===== config.mk =====
export PLATFORM = sky130hd
export DESIGN_NAME = due_date_priority_queue_top
export DESIGN_NICKNAME = d
export VERILOG_FILES = /design/src/ddpq_pkg.sv /design/src/ddpq_cell.sv /design/src/due_date_priority_queue_top.sv
export SDC_FILE = /design/constraint.sdc
export NUM_CORES = 1
export LEC_CHECK = 0
export BUFFER_PORTS_ARGS = -buffer_cell sky130_fd_sc_hd__clkbuf_2
export CORE_MARGIN = 5
export CORE_UTILIZATION = 57
export CTS_CLUSTER_DIAMETER = 30
export CTS_CLUSTER_SIZE = 10
export DETAILED_ROUTE_END_ITERATION = 8
export PLACE_DENSITY = 0.74
export REMOVE_ABC_BUFFERS = 1
export SLEW_MARGIN = 0
export SYNTH_ARGS = -nofsm -noshare
export SYNTH_HDL_FRONTEND = slang
export SYNTH_HIERARCHICAL = 1
export SYNTH_SLANG_ARGS = --single-unit

===== constraint.sdc =====
create_clock -name clk -period 9.9 [get_ports clk]
set_input_delay 1.98 -clock clk [delete_from_list [all_inputs] [get_ports clk]]
set_output_delay 1.98 -clock clk [all_outputs]
set_load 0.05 [all_outputs]

===== src/ddpq_pkg.sv =====
`timescale 1ns / 1ps

package ddpq_pkg;

	localparam int QUEUE_DEPTH = 16;
	localparam int CNT_W = $clog2(QUEUE_DEPTH + 1);

	typedef struct packed {
		logic [3:0] month;
		logic [4:0] day;
		logic [9:0] points;
		logic [7:0] tag;
	} entry_t;

	typedef enum logic [1:0] {
		ST_OK    = 2'd0,
		ST_FULL  = 2'd1,
		ST_EMPTY = 2'd2
	} status_t;

	typedef enum logic {
		OP_INSERT = 1'b0,
		OP_REMOVE = 1'b1
	} op_t;

	typedef struct packed {
		logic shift_in;
		logic shift_out;
	} cell_ctrl_t;

	// true when a does not rank below b
	function automatic logic ranks_at_least(entry_t a, entry_t b);
		logic r;
		if (a.month != b.month) begin
			r = a.month < b.month;
		end else if (a.day != b.day) begin
			r = a.day < b.day;
		end else begin
			r = a.points >= b.points;
		end
		return r;
	endfunction

endpackage


===== src/ddpq_cell.sv =====
`timescale 1ns / 1ps

module ddpq_cell (
	input  logic                  clk,
	input  ddpq_pkg::cell_ctrl_t  ctrl,
	input  ddpq_pkg::entry_t      new_entry,
	input  logic                  occupied,
	input  logic                  left_take,
	input  ddpq_pkg::entry_t      left_entry,
	input  ddpq_pkg::entry_t      right_entry,
	output logic                  take,
	output ddpq_pkg::entry_t      entry_q
);

	// the new entry belongs here or ahead of here
	assign take = !occupied || ddpq_pkg::ranks_at_least(new_entry, entry_q);

	always_ff @(posedge clk) begin
		if (ctrl.shift_in && take) begin
			// neighbour ahead also yields: its entry moves down to us
			entry_q <= left_take ? left_entry : new_entry;
		end else if (ctrl.shift_out) begin
			entry_q <= right_entry;
		end
	end

endmodule


===== src/due_date_priority_queue_top.sv =====
`timescale 1ns / 1ps

// each accepted input beat gives a registered result beat in the cycle after it is accepted
// throughput: one item per cycle while results are drained; every cell compares against the broadcast key at once
// a new beat is taken whenever the result register is empty or being drained
// reset clears the entry count and the result valid; cell contents are not cleared
module due_date_priority_queue_top (
	input  logic        clk,
	input  logic        arst_n,
	input  logic        in_valid,
	output logic        in_ready,
	input  logic        operation,
	input  logic [3:0]  due_month,
	input  logic [4:0]  due_day,
	input  logic [9:0]  point_value,
	input  logic [7:0]  entry_tag,
	output logic        out_valid,
	input  logic        out_ready,
	output logic [1:0]  status,
	output logic [3:0]  removed_month,
	output logic [4:0]  removed_day,
	output logic [9:0]  removed_points,
	output logic [7:0]  removed_tag,
	output logic [3:0]  head_month,
	output logic [4:0]  head_day,
	output logic [9:0]  head_points,
	output logic [7:0]  head_tag,
	output logic [4:0]  entry_count,
	output logic        queue_empty
);

	logic [ddpq_pkg::CNT_W-1:0] count_q;
	logic                       out_valid_q;
	ddpq_pkg::status_t          status_q;
	ddpq_pkg::entry_t           removed_q;

	ddpq_pkg::entry_t     new_entry;
	ddpq_pkg::cell_ctrl_t ctrl;
	ddpq_pkg::entry_t     cell_entry [ddpq_pkg::QUEUE_DEPTH];
	logic [ddpq_pkg::QUEUE_DEPTH-1:0] cell_take;

	logic accept, is_remove, full, empty;

	assign in_ready  = !out_valid_q || out_ready;
	assign accept    = in_valid && in_ready;
	assign is_remove = operation == ddpq_pkg::OP_REMOVE;
	assign full      = count_q == ddpq_pkg::CNT_W'(ddpq_pkg::QUEUE_DEPTH);
	assign empty     = count_q == '0;

	assign new_entry = '{month: due_month, day: due_day, points: point_value, tag: entry_tag};

	always_comb begin
		ctrl.shift_in  = accept && !is_remove && !full;
		ctrl.shift_out = accept && is_remove && !empty;
	end

	for (genvar i = 0; i < ddpq_pkg::QUEUE_DEPTH; i++) begin : g_cell
		logic             left_take;
		ddpq_pkg::entry_t left_entry;
		ddpq_pkg::entry_t right_entry;

		if (i == 0) begin : g_head
			assign left_take  = 1'b0;
			assign left_entry = new_entry;
		end else begin : g_mid
			assign left_take  = cell_take[i-1];
			assign left_entry = cell_entry[i-1];
		end

		if (i == ddpq_pkg::QUEUE_DEPTH - 1) begin : g_tail
			assign right_entry = cell_entry[i];
		end else begin : g_body
			assign right_entry = cell_entry[i+1];
		end

		ddpq_cell u_cell (
			.clk         (clk),
			.ctrl        (ctrl),
			.new_entry   (new_entry),
			.occupied    (count_q > ddpq_pkg::CNT_W'(i)),
			.left_take   (left_take),
			.left_entry  (left_entry),
			.right_entry (right_entry),
			.take        (cell_take[i]),
			.entry_q     (cell_entry[i])
		);
	end

	always_ff @(posedge clk or negedge arst_n) begin
		if (!arst_n) begin
			count_q     <= '0;
			out_valid_q <= 1'b0;
		end else begin
			if (ctrl.shift_in) begin
				count_q <= count_q + 1'b1;
			end else if (ctrl.shift_out) begin
				count_q <= count_q - 1'b1;
			end
			if (accept) begin
				out_valid_q <= 1'b1;
			end else if (out_ready) begin
				out_valid_q <= 1'b0;
			end
		end
	end

	always_ff @(posedge clk) begin
		if (accept) begin
			if (!is_remove && full) begin
				status_q <= ddpq_pkg::ST_FULL;
			end else if (is_remove && empty) begin
				status_q <= ddpq_pkg::ST_EMPTY;
			end else begin
				status_q <= ddpq_pkg::ST_OK;
			end
			removed_q <= ctrl.shift_out ? cell_entry[0] : '0;
		end
	end

	// head comes straight from the front cell and count from the entry counter: state only moves with a new result beat
	assign out_valid      = out_valid_q;
	assign status         = status_q;
	assign removed_month  = removed_q.month;
	assign removed_day    = removed_q.day;
	assign removed_points = removed_q.points;
	assign removed_tag    = removed_q.tag;
	assign head_month     = empty ? 4'd0 : cell_entry[0].month;
	assign head_day       = empty ? 5'd0 : cell_entry[0].day;
	assign head_points    = empty ? 10'd0 : cell_entry[0].points;
	assign head_tag       = empty ? 8'd0 : cell_entry[0].tag;
	assign entry_count    = 5'(count_q);
	assign queue_empty    = empty;

	a_count_bound: assert property (@(posedge clk) disable iff (!arst_n)
		count_q <= ddpq_pkg::CNT_W'(ddpq_pkg::QUEUE_DEPTH))
		else $error("entry count beyond depth");

	a_full_drop: assert property (@(posedge clk) disable iff (!arst_n)
		(accept && !is_remove && full) |=> ($stable(count_q) && status_q == ddpq_pkg::ST_FULL))
		else $error("insert into full queue changed state");

	a_empty_remove: assert property (@(posedge clk) disable iff (!arst_n)
		(accept && is_remove && empty) |=> (count_q == '0 && status_q == ddpq_pkg::ST_EMPTY
			&& removed_q == '0))
		else $error("remove from empty queue misreported");

	a_stall_hold: assert property (@(posedge clk) disable iff (!arst_n)
		(out_valid_q && !out_ready) |=> ($stable(count_q) && $stable(removed_q)))
		else $error("state moved while result beat stalled");

endmodule

# Word-level counts from Yosys, hierarchy flattened
# Index checks and enable logic that the tools add are counted.
[word_totals] register_bits=467 latchBits=0 ramBits=0 romBits=0 output_inout_bits=64 elab_cells=334 n_memories=0
[op_classes] addsub=2 multipliers=0 div_mod_pow=0 magnitude_cmp=64 n_eq_ne=33 shift=0 mux=86 bitwise=0 reduce_logical=78
[ops] operator="$mux 27" n=45
[ops] operator="$ge 10x10->1" n=16
[ops] operator="$lt 5x5->1" n=16
[ops] operator="$ne 5x5->1" n=16
[ops] operator="$lt 4x4->1" n=16
[ops] operator="$ne 4x4->1" n=16
[ops] operator="$gt 5x4->1 const B" n=8
[ops] operator="$mux 1" n=34
[ops] operator="$reduce_bool 2->1" n=17
[ops] operator="$logic_and 1x1->1" n=23
[ops] operator="$gt 5x3->1 const B" n=4
[ops] operator="$logic_not 1->1" n=20
[ops] operator="$logic_or 1x1->1" n=17
[ops] operator="$mux 5" n=3
[ops] operator="$gt 5x1->1 const B" n=2
[ops] operator="$gt 5x2->1 const B" n=2
[ops] operator="$mux 10" n=1
[ops] operator="$mux 8" n=1
[ops] operator="$add 5x1->5 const B" n=1
[ops] operator="$eq 5x5->1 const B" n=1
[ops] operator="$logic_not 5->1" n=1
[ops] operator="$sub 5x1->5 const B" n=1
[ops] operator="$mux 4" n=1
[ops] operator="$mux 2" n=1

# Depth between registers and ports, before layout
# Gate-level depths: netlist of the first run.
[logic_depth] ltp_word=7 ltp_mapped=17

# Hierarchy
# The synthesis of the first run kept the hierarchy.
[by_module_without_submodules] module="ddpq_cell" n_inst=16 cells_per_inst=280 area_per_inst_um2=2452.4 seq_area_each_um2=810.8
[by_module_without_submodules] module="due_date_priority_queue_top" n_inst=1 cells_per_inst=168 area_per_inst_um2=1846.8 seq_area_each_um2=1021.0

# Least setup slack after synthesis of the first run
# Ideal clock, no wire load.
[synth_timing] path_type="in2reg" startpoint="in out_ready" endpoint="reg g_cell[0].u_cell/entry_q[0] (netlist name), enable pin" setup_ps=383 t_arrival_ps=4420 t_required_ps=9517 setup_slack_ps=5097 cell_stages=6 cell_sequence="nand2b_1 -> nand4b_1 -> inv_1 -> clkbuf_1 -> clkbuf_1 -> a21o_1"
[synth_rtl] item="from (decl)" line="due_date_priority_queue_top.sv:18" source="input logic out_ready,"
[synth_rtl] item="to (signal assigned)" line="ddpq_cell.sv:21" source="entry_q <= left_take ? left_entry : new_entry;"
[synth_rtl] item="to (signal assigned)" line="ddpq_cell.sv:23" source="entry_q <= right_entry;"
[synth_rtl] item="to (decl)" line="ddpq_cell.sv:12" source="output ddpq_pkg::entry_t entry_q"

# Final worst setup path of the first run
[layout_timing] startpoint="in point_value[8]" endpoint="reg g_cell[12].u_cell/entry_q[11] (netlist name), enable pin"
[layout_between] elab_chain_len=6
[layout_lines] item="from (decl)" line="due_date_priority_queue_top.sv:15" source="input logic [9:0] point_value,"
[layout_lines] item="$ge 10x10->1" line="ddpq_pkg.sv:39" source="r = a.points >= b.points;"
[layout_lines] item="$mux 1" line="ddpq_pkg.sv:36" source="end else if (a.day != b.day) begin"
[layout_lines] item="$mux 1" line="ddpq_pkg.sv:34" source="if (a.month != b.month) begin"
[layout_lines] item="$logic_or 1x1->1" line="ddpq_cell.sv:16" source="assign take = !occupied || ddpq_pkg::ranks_at_least(new_entry, entry_q);"
[layout_lines] item="net cell_take (one bit)" line="due_date_priority_queue_top.sv:40" source="logic [ddpq_pkg::QUEUE_DEPTH-1:0] cell_take;"
[layout_lines] item="$logic_and 1x1->1" line="ddpq_cell.sv:19" source="if (ctrl.shift_in && take) begin"
[layout_lines] item="$reduce_bool 2->1 (no line)"
[layout_lines] item="to (signal assigned)" line="ddpq_cell.sv:21"
[layout_lines] item="to (signal assigned)" line="ddpq_cell.sv:23"
[layout_lines] item="to (decl)" line="ddpq_cell.sv:12"
# The timed path passes the listed nets, and every way through them passes these cells.
# A chain may end at the register's enable or synchronous reset.

==> impl_metrics.py, run 1 <==
metrics = {
    "power_and_ir_drop": {
        "ir_worst_vdd_mv": 0.1480,
        "p_leak_uw": 0.02108,
        "power_density_nw_per_um2": 254.4,
    },
    "clock_network": {
        "cts_sinks": 467,
        "h-tree-depth": 4,
        "post_cts_buffers": 0,
        "cts_tree": "yes",
        "clkLatencyLatePin_ps": 720,
        "cts_resized": 0,
        "cts_buffers": 139,
        "root_buffer": "clkbuf_16",
        "cts_buffer_depth": 3,
        "path_clk_slew_ps": 40,
        "postCtsHoldBufs": 0,
    },
    "global_route": {
        "globalRouteOverflowTotal": 0,
        "grt_usage_pct": 31.34,
        "grt_max_degree": 201,
        "antenna_found_initial": 5,
        "grt_pass1_wl_um": 197200,
        "first_global_vias": 36004,
    },
    "yosys": {
        "synth_edf_count": 461,
        "ys_seq_area_share_pct": 34.06,
        "synth-main-ff-cell": "edfxtp_1",
        "synth-seq-cells": 467,
        "syn_avg_cell_area_um2": 8.839,
        "synthArstFlopShare_pct": 1.285,
        "netlist-cell-type-count": 42,
        "syn-cell-area_um2": 41080,
        "ys_warn_count": 6,
        "synthCells": 4648,
    },
    "critical_path": {
        "path_cells": "clkbuf_2 > buf_4 > ha_1 > and3_1 > a21oi_1 > nand3_1 > a31oi_4 > o21a_1 > inv_1 > a21o_1",
        "cp_top_family": "compound AO/OA/AOI/OAI gates",
        "cp_num_buf_inv": 3,
        "slowest_stage": "o21a_1",
        "crit_fanout": 31,
        "critPathRequiredTime_ps": 10170,
        "crit_path_start_kind": "input pin",
        "worstSetupEndpointType": "flip-flop",
        "critPathKind": "input pin to flip-flop",
        "worstPathArrival_ps": 7130,
        "slowest_delay_ps": 960,
    },
    "sta": {
        "setup_violations": 0,
        "post-route-period-util_pct": 69.23,
        "worstMarginPinSlew_ps": 1306,
        "relSlewSlack_pct": 12.86,
        "rsz0062_at_grt": "false",
        "final-hold-violation-count": 0,
        "slew_violations": 0,
        "clock.fmax_mhz": 145.9,
        "fin_crit_ps": 6854,
        "skew_ps": 26.49,
    },
    "layout": {
        "final.fill_count": 5670,
        "regArea_um2": 13990,
        "area.growth.synth_to_final_pct": 13.10,
        "fin_cells": 5707,
        "multi_input_area_um2": 22580,
        "fin_nets": 4988,
        "drive_above_1_share_pct": 16.67,
        "post-route-util_pct": 65.00,
    },
    "placed_design": {
        "io_buffers": 95,
        "gp_congestion": 0.8831,
        "dp_cells": 5455,
        "place_hpwl_um": 84450,
    },
    "detailed_routing": {
        "first_iter_violations": 3830,
        "num_vias": 37158,
        "highest_layer": "met5",
        "dr.pass1.iters": 7,
        "ant_nets": 0,
        "vias_per_cell": 6.511,
        "dr_wl_met2_um": 61780,
        "detail_route.wl_per_cell_um": 22.41,
        "met1Wirelength_um": 48100,
        "drt_wl_total_um": 127900,
        "drc": 0,
        "wl_met3_um": 10790,
    },
    "floorplan": {
        "start_util_pct": 57.47,
        "dieWidth_um": 278.5,
        "dieArea_um2": 77550,
        "io_pins": 96,
        "die_h_um": 278.5,
        "core_region_area_um2": 71490,
        "rows": 98,
    },
    "run_status": {
        "status": "finished, final reports clean",
    },
    "job": {
        "cap_violations": 0,
    },
    "worst_hold_path": {
        "hold_class": "flip-flop to flip-flop",
    },
}
through the flow:
stage	power (uW)	TNS, ps	hold slack (ps)	setup slack, ps	area (um^2)
after floorplan	6169	-5730540	533.7	-6805	39420
after global placement	7120	0	565.4	2609	41750
after detailed placement	7224	0	580.0	2516	41750
after CTS	11770	0	568.3	3250	46460
after global routing	12350	0	612.0	2769	46470
final	11820	0	580.9	3046	46470
cell families (layout without fill, tap and decap cells):
kind of cell	count (synthesis)	after routing	synth area share, %
xor+xnor	3	3	0.06397
compound gates	1185	1185	21.07
simple gates	1208	1208	13.66
buf+inv	1089	1195	11.15
fa+ha+maj	310	310	9.441
other cells	1	4	0.009128
mux	385	385	10.55
flops	467	467	34.06
power by group:
part           internal [uW]  total [uW]  switching, uW  leakage [uW]
logic                   1700        4100           2400        0.0144
registers               2760        3230            470       0.00440
clock network           3110        4490           1380       0.00230
layer usage:
metal	up-vias	global-route usage [%]
met2	1901	52.88
met3	479	5.578
met1	17762	38.07
li1	17012	-
met4	4	17.42
met5	-	0
synthesized netlist by cell type, types with 17 or more instances:
cell / number / area share [%]
nor3_1: 417 / 5.1
mux2_2: 384 / 11
o221ai_1: 17 / 0.36
clkbuf_1: 247 / 2.3
a21o_1: 32 / 0.58
nand2b_1: 18 / 0.27
inv_1: 773 / 7.1
nand3_1: 34 / 0.41
nand2_1: 525 / 4.8
and3_1: 49 / 0.75
a21oi_1: 99 / 1.2
o21ai_0: 105 / 1.3
nand4_1: 32 / 0.49
o22ai_1: 417 / 6.3
ha_1: 310 / 9.4
nor2_1: 39 / 0.36
nor2b_1: 17 / 0.26
buf_6: 65 / 1.8
edfxtp_1: 461 / 34
and2_1: 56 / 0.85
a211o_1: 432 / 9.2
worst paths after layout:
kind	from	end	slack [ps]	cells after the start
max	point_value[8]	g_cell[12].u_cell/entry_q[11]$_DFFE_PP_	3050	10
min	g_cell[9].u_cell/entry_q[7]$_DFFE_PP_	g_cell[8].u_cell/entry_q[7]$_DFFE_PP_	580	1
max reg2reg	g_cell[6].u_cell/entry_q[22]$_DFFE_PP_	g_cell[7].u_cell/entry_q[8]$_DFFE_PP_	4580	12
min reg2reg	g_cell[9].u_cell/entry_q[7]$_DFFE_PP_	g_cell[8].u_cell/entry_q[7]$_DFFE_PP_	580	1
max in group asynchronous	arst_n	entry_count[1]$_DFFE_PN0P_	8660	1
min in group asynchronous	arst_n	entry_count[0]$_DFFE_PN0P_	1080	1
worst register-to-register path: cells and delay by family, from the launching register on:
kind                       cells  cell delay, ps
buffers and inverters          2            1000
DFF                            1             450
adders and majority gates      1             310
and+or+nand+nor                5            1540
AOI/OAI and AO/OA              4            1900
layout by cell type (no fill, tap or decap), drive strengths merged, types with 3 or more instances in the layout:
master,n
bufinv,21
clkinv,58
mux2,384
a31oi,32
a211o,432
a21boi,16
clkinvlp,3
o32ai,16
o21ai,105
xnor2,3
nand2b,18
or2,16
inv,782
nand3,34
nor3,417
o21a,16
buf,74
conb,3
clkbuf,257
o221ai,17
o22ai,417
dfrtp,6
nor2,39
nand2,525
nor2b,17
ha,310
and3,49
and2,56
a21oi,99
edfxtp,461
nand4,33
a21o,32
final cells by class:
type / count / share of cell area (%)
diodes: 1 / 0.005385
clock buffers: 162 / 7.671
clock inverters: 89 / 2.480
inverters: 775 / 6.282
multi-input cells: 3094 / 48.59
flip-flops and latches: 467 / 30.11
well taps: 950 / 2.558
repair buffers: 169 / 2.300
state kept, by name, summed over array words and instances, names as in the netlist:
| register | cells |
|---|---|
| removed_month | 4 |
| removed_points | 10 |
| out_valid | 1 |
| g_cell.u_cell/entry_q | 432 |
| removed_tag | 8 |
| status | 2 |
| removed_day | 5 |
| entry_count | 5 |
Note: power is estimated with default switching activity, not from simulation.
==> run 2: changes to the inputs <==
==> constraint.sdc (replaced) <==
create_clock -name clk -period 7 [get_ports clk]
set_input_delay 1.4 -clock clk [delete_from_list [all_inputs] [get_ports clk]]
set_output_delay 1.4 -clock clk [all_outputs]
set_load 0.05 [all_outputs]
==> impl_metrics.py, run 2 (same netlist as run 1, synthesis figures left out) <==
metrics = {
    "sta": {
        "final-hold-violation-count": 0,
        "slew_violations": 0,
        "setup_ws_ps": 1599,
        "fin_crit_ps": 5401,
        "worstMarginPinSlew_ps": 1253,
        "setup_violations": 0,
        "relSlewSlack_pct": 16.41,
        "clock.fmax_mhz": 185.2,
        "post-route-period-util_pct": 77.15,
        "skew_ps": 37.11,
        "rsz0062_at_grt": "false",
    },
    "detailed_routing": {
        "num_vias": 37401,
        "drc": 0,
        "vias_per_cell": 6.510,
        "dr.pass1.iters": 6,
        "first_iter_violations": 4651,
        "detail_route.wl_per_cell_um": 22.71,
        "drt_wl_total_um": 130500,
        "ant_nets": 0,
    },
    "global_route": {
        "grt_usage_pct": 31.94,
        "antenna_found_initial": 5,
        "globalRouteOverflowTotal": 0,
        "first_global_vias": 36275,
        "grt_pass1_wl_um": 200700,
        "grt_max_degree": 149,
    },
    "placed_design": {
        "gp_congestion": 0.9146,
        "place_area_um2": 42010,
        "place_ws_ps": 1123,
        "io_buffers": 95,
        "place_hpwl_um": 86680,
    },
    "clock_network": {
        "clkLatencyLatePin_ps": 730,
        "cts_tree": "yes",
        "cts_buffers": 138,
        "cts_resized": 0,
        "h-tree-depth": 4,
        "root_buffer": "clkbuf_16",
        "cts_sinks": 467,
        "path_clk_slew_ps": 40,
        "post_cts_buffers": 0,
        "postCtsHoldBufs": 0,
        "cts_buffer_depth": 3,
    },
    "power_and_ir_drop": {
        "clockPowerShare_pct": 37.4,
        "switchingPower_uw": 6034,
        "ir_worst_vdd_mv": 0.2415,
        "switching_share_pct": 36.22,
        "p_int_uw": 10620,
        "combinationalPowerShare_pct": 35.1,
        "power_frac_seq_pct": 27.4,
        "p_leak_uw": 0.02123,
        "power_density_nw_per_um2": 357.1,
    },
    "layout": {
        "post-route-util_pct": 65.25,
        "antenna_cells": 0,
        "fin_area_um2": 46640,
        "drive_above_1_share_pct": 17.18,
        "area.growth.synth_to_final_pct": 13.53,
        "final.fill_count": 5756,
        "top_register": "g_cell.u_cell/entry_q",
        "layout_common_cells": "inv_1, nand2_1, edfxtp_1, a211o_1",
        "fin_nets": 5024,
        "largest_reg_flops": 432,
        "final_common_cell": "inv_1",
    },
    "floorplan": {
        "dieWidth_um": 278.5,
        "start_util_pct": 57.47,
        "die_h_um": 278.5,
        "rows": 98,
        "dieArea_um2": 77550,
        "core_region_area_um2": 71490,
        "io_pins": 96,
    },
    "critical_path": {
        "slowest_stage": "clkbuf_2",
        "crit_fanout": 31,
        "worstSetupEndpointType": "flip-flop",
        "crit_path_start_kind": "input pin",
        "critPathKind": "input pin to flip-flop",
        "cp_num_buf_inv": 3,
        "worstPathArrival_ps": 5860,
        "cp_top_family": "buffers and inverters",
        "slowest_delay_ps": 850,
        "critPathRequiredTime_ps": 7460,
        "path_cells": "clkbuf_2 > buf_4 > ha_1 > and3_1 > a21oi_1 > nand3_1 > a31oi_4 > o21a_1 > inv_1 > mux2_2 > nand2_1 > o22ai_1 > a211o_1",
    },
    "job": {
        "cap_violations": 0,
    },
    "worst_hold_path": {
        "hold_class": "input pin to asynchronous set/reset pin",
    },
    "run_status": {
        "status": "finished, final reports clean",
    },
}
run 2: area by class of cell:
type / instances / area (um^2) / share of cell area, %
clock buffer: 168 / 3607 / 7.734
clock inverter: 85 / 1022 / 2.192
inverter: 775 / 2919 / 6.258
multi-input combinational: 3094 / 22580 / 48.41
sequential: 467 / 13990 / 30.00
tap: 950 / 1189 / 2.548
timing repair buffer: 206 / 1334 / 2.860
run 2: power groups by stage:
stage / combinational, uW / sequential (uW) / clock (uW)
after global placement: 5540 / 4590 / 0
after global routing: 6340 / 4610 / 6460
final: 5850 / 4570 / 6240
after floorplan: 4390 / 4330 / 0
after detailed placement: 5690 / 4600 / 0
after CTS: 5740 / 4550 / 6270
run 2: final timing paths:
path / startpoint / end / slack (ps) / cells after the start
min: arst_n / out_valid$_DFFE_PN0P_ / 520 / 1
min in group clk: g_cell[14].u_cell/entry_q[2]$_DFFE_PP_ / g_cell[13].u_cell/entry_q[2]$_DFFE_PP_ / 600 / 1
max: point_value[7] / g_cell[7].u_cell/entry_q[21]$_DFFE_PP_ / 1600 / 13
min reg2reg: g_cell[14].u_cell/entry_q[2]$_DFFE_PP_ / g_cell[13].u_cell/entry_q[2]$_DFFE_PP_ / 600 / 1
max in group asynchronous: arst_n / entry_count[3]$_DFFE_PN0P_ / 6320 / 1
max reg2reg: g_cell[8].u_cell/entry_q[21]$_DFFE_PP_ / g_cell[9].u_cell/entry_q[6]$_DFFE_PP_ / 2720 / 14
run 2: stage by stage:
step | power [uW] | hold WS, ps | setup TNS (ps) | instances
3_3_place_gp | 10120 | 581.4 | 0 | 5492
3_5_place_dp | 10290 | 587.5 | 0 | 5492
6_report | 16660 | 515.1 | 0 | 5745
2_1_floorplan | 8725 | 533.7 | -7741980 | 4336
4_1_cts | 16570 | 494.6 | 0 | 5745
5_1_grt | 17410 | 511.4 | 0 | 5745
run 2: metal layers:
layer / GRT usage, % / share of wire, % / wire, um / vias to the layer above
met1: 39.00 / 38 / 49370 / 17913
met5: 0 / 0.010 / 13 / -
met2: 53.94 / 48 / 63100 / 1941
met4: 16.50 / 5.5 / 7149 / 2
li1: - / - / - / 17075
met3: 6.124 / 8.3 / 10830 / 470
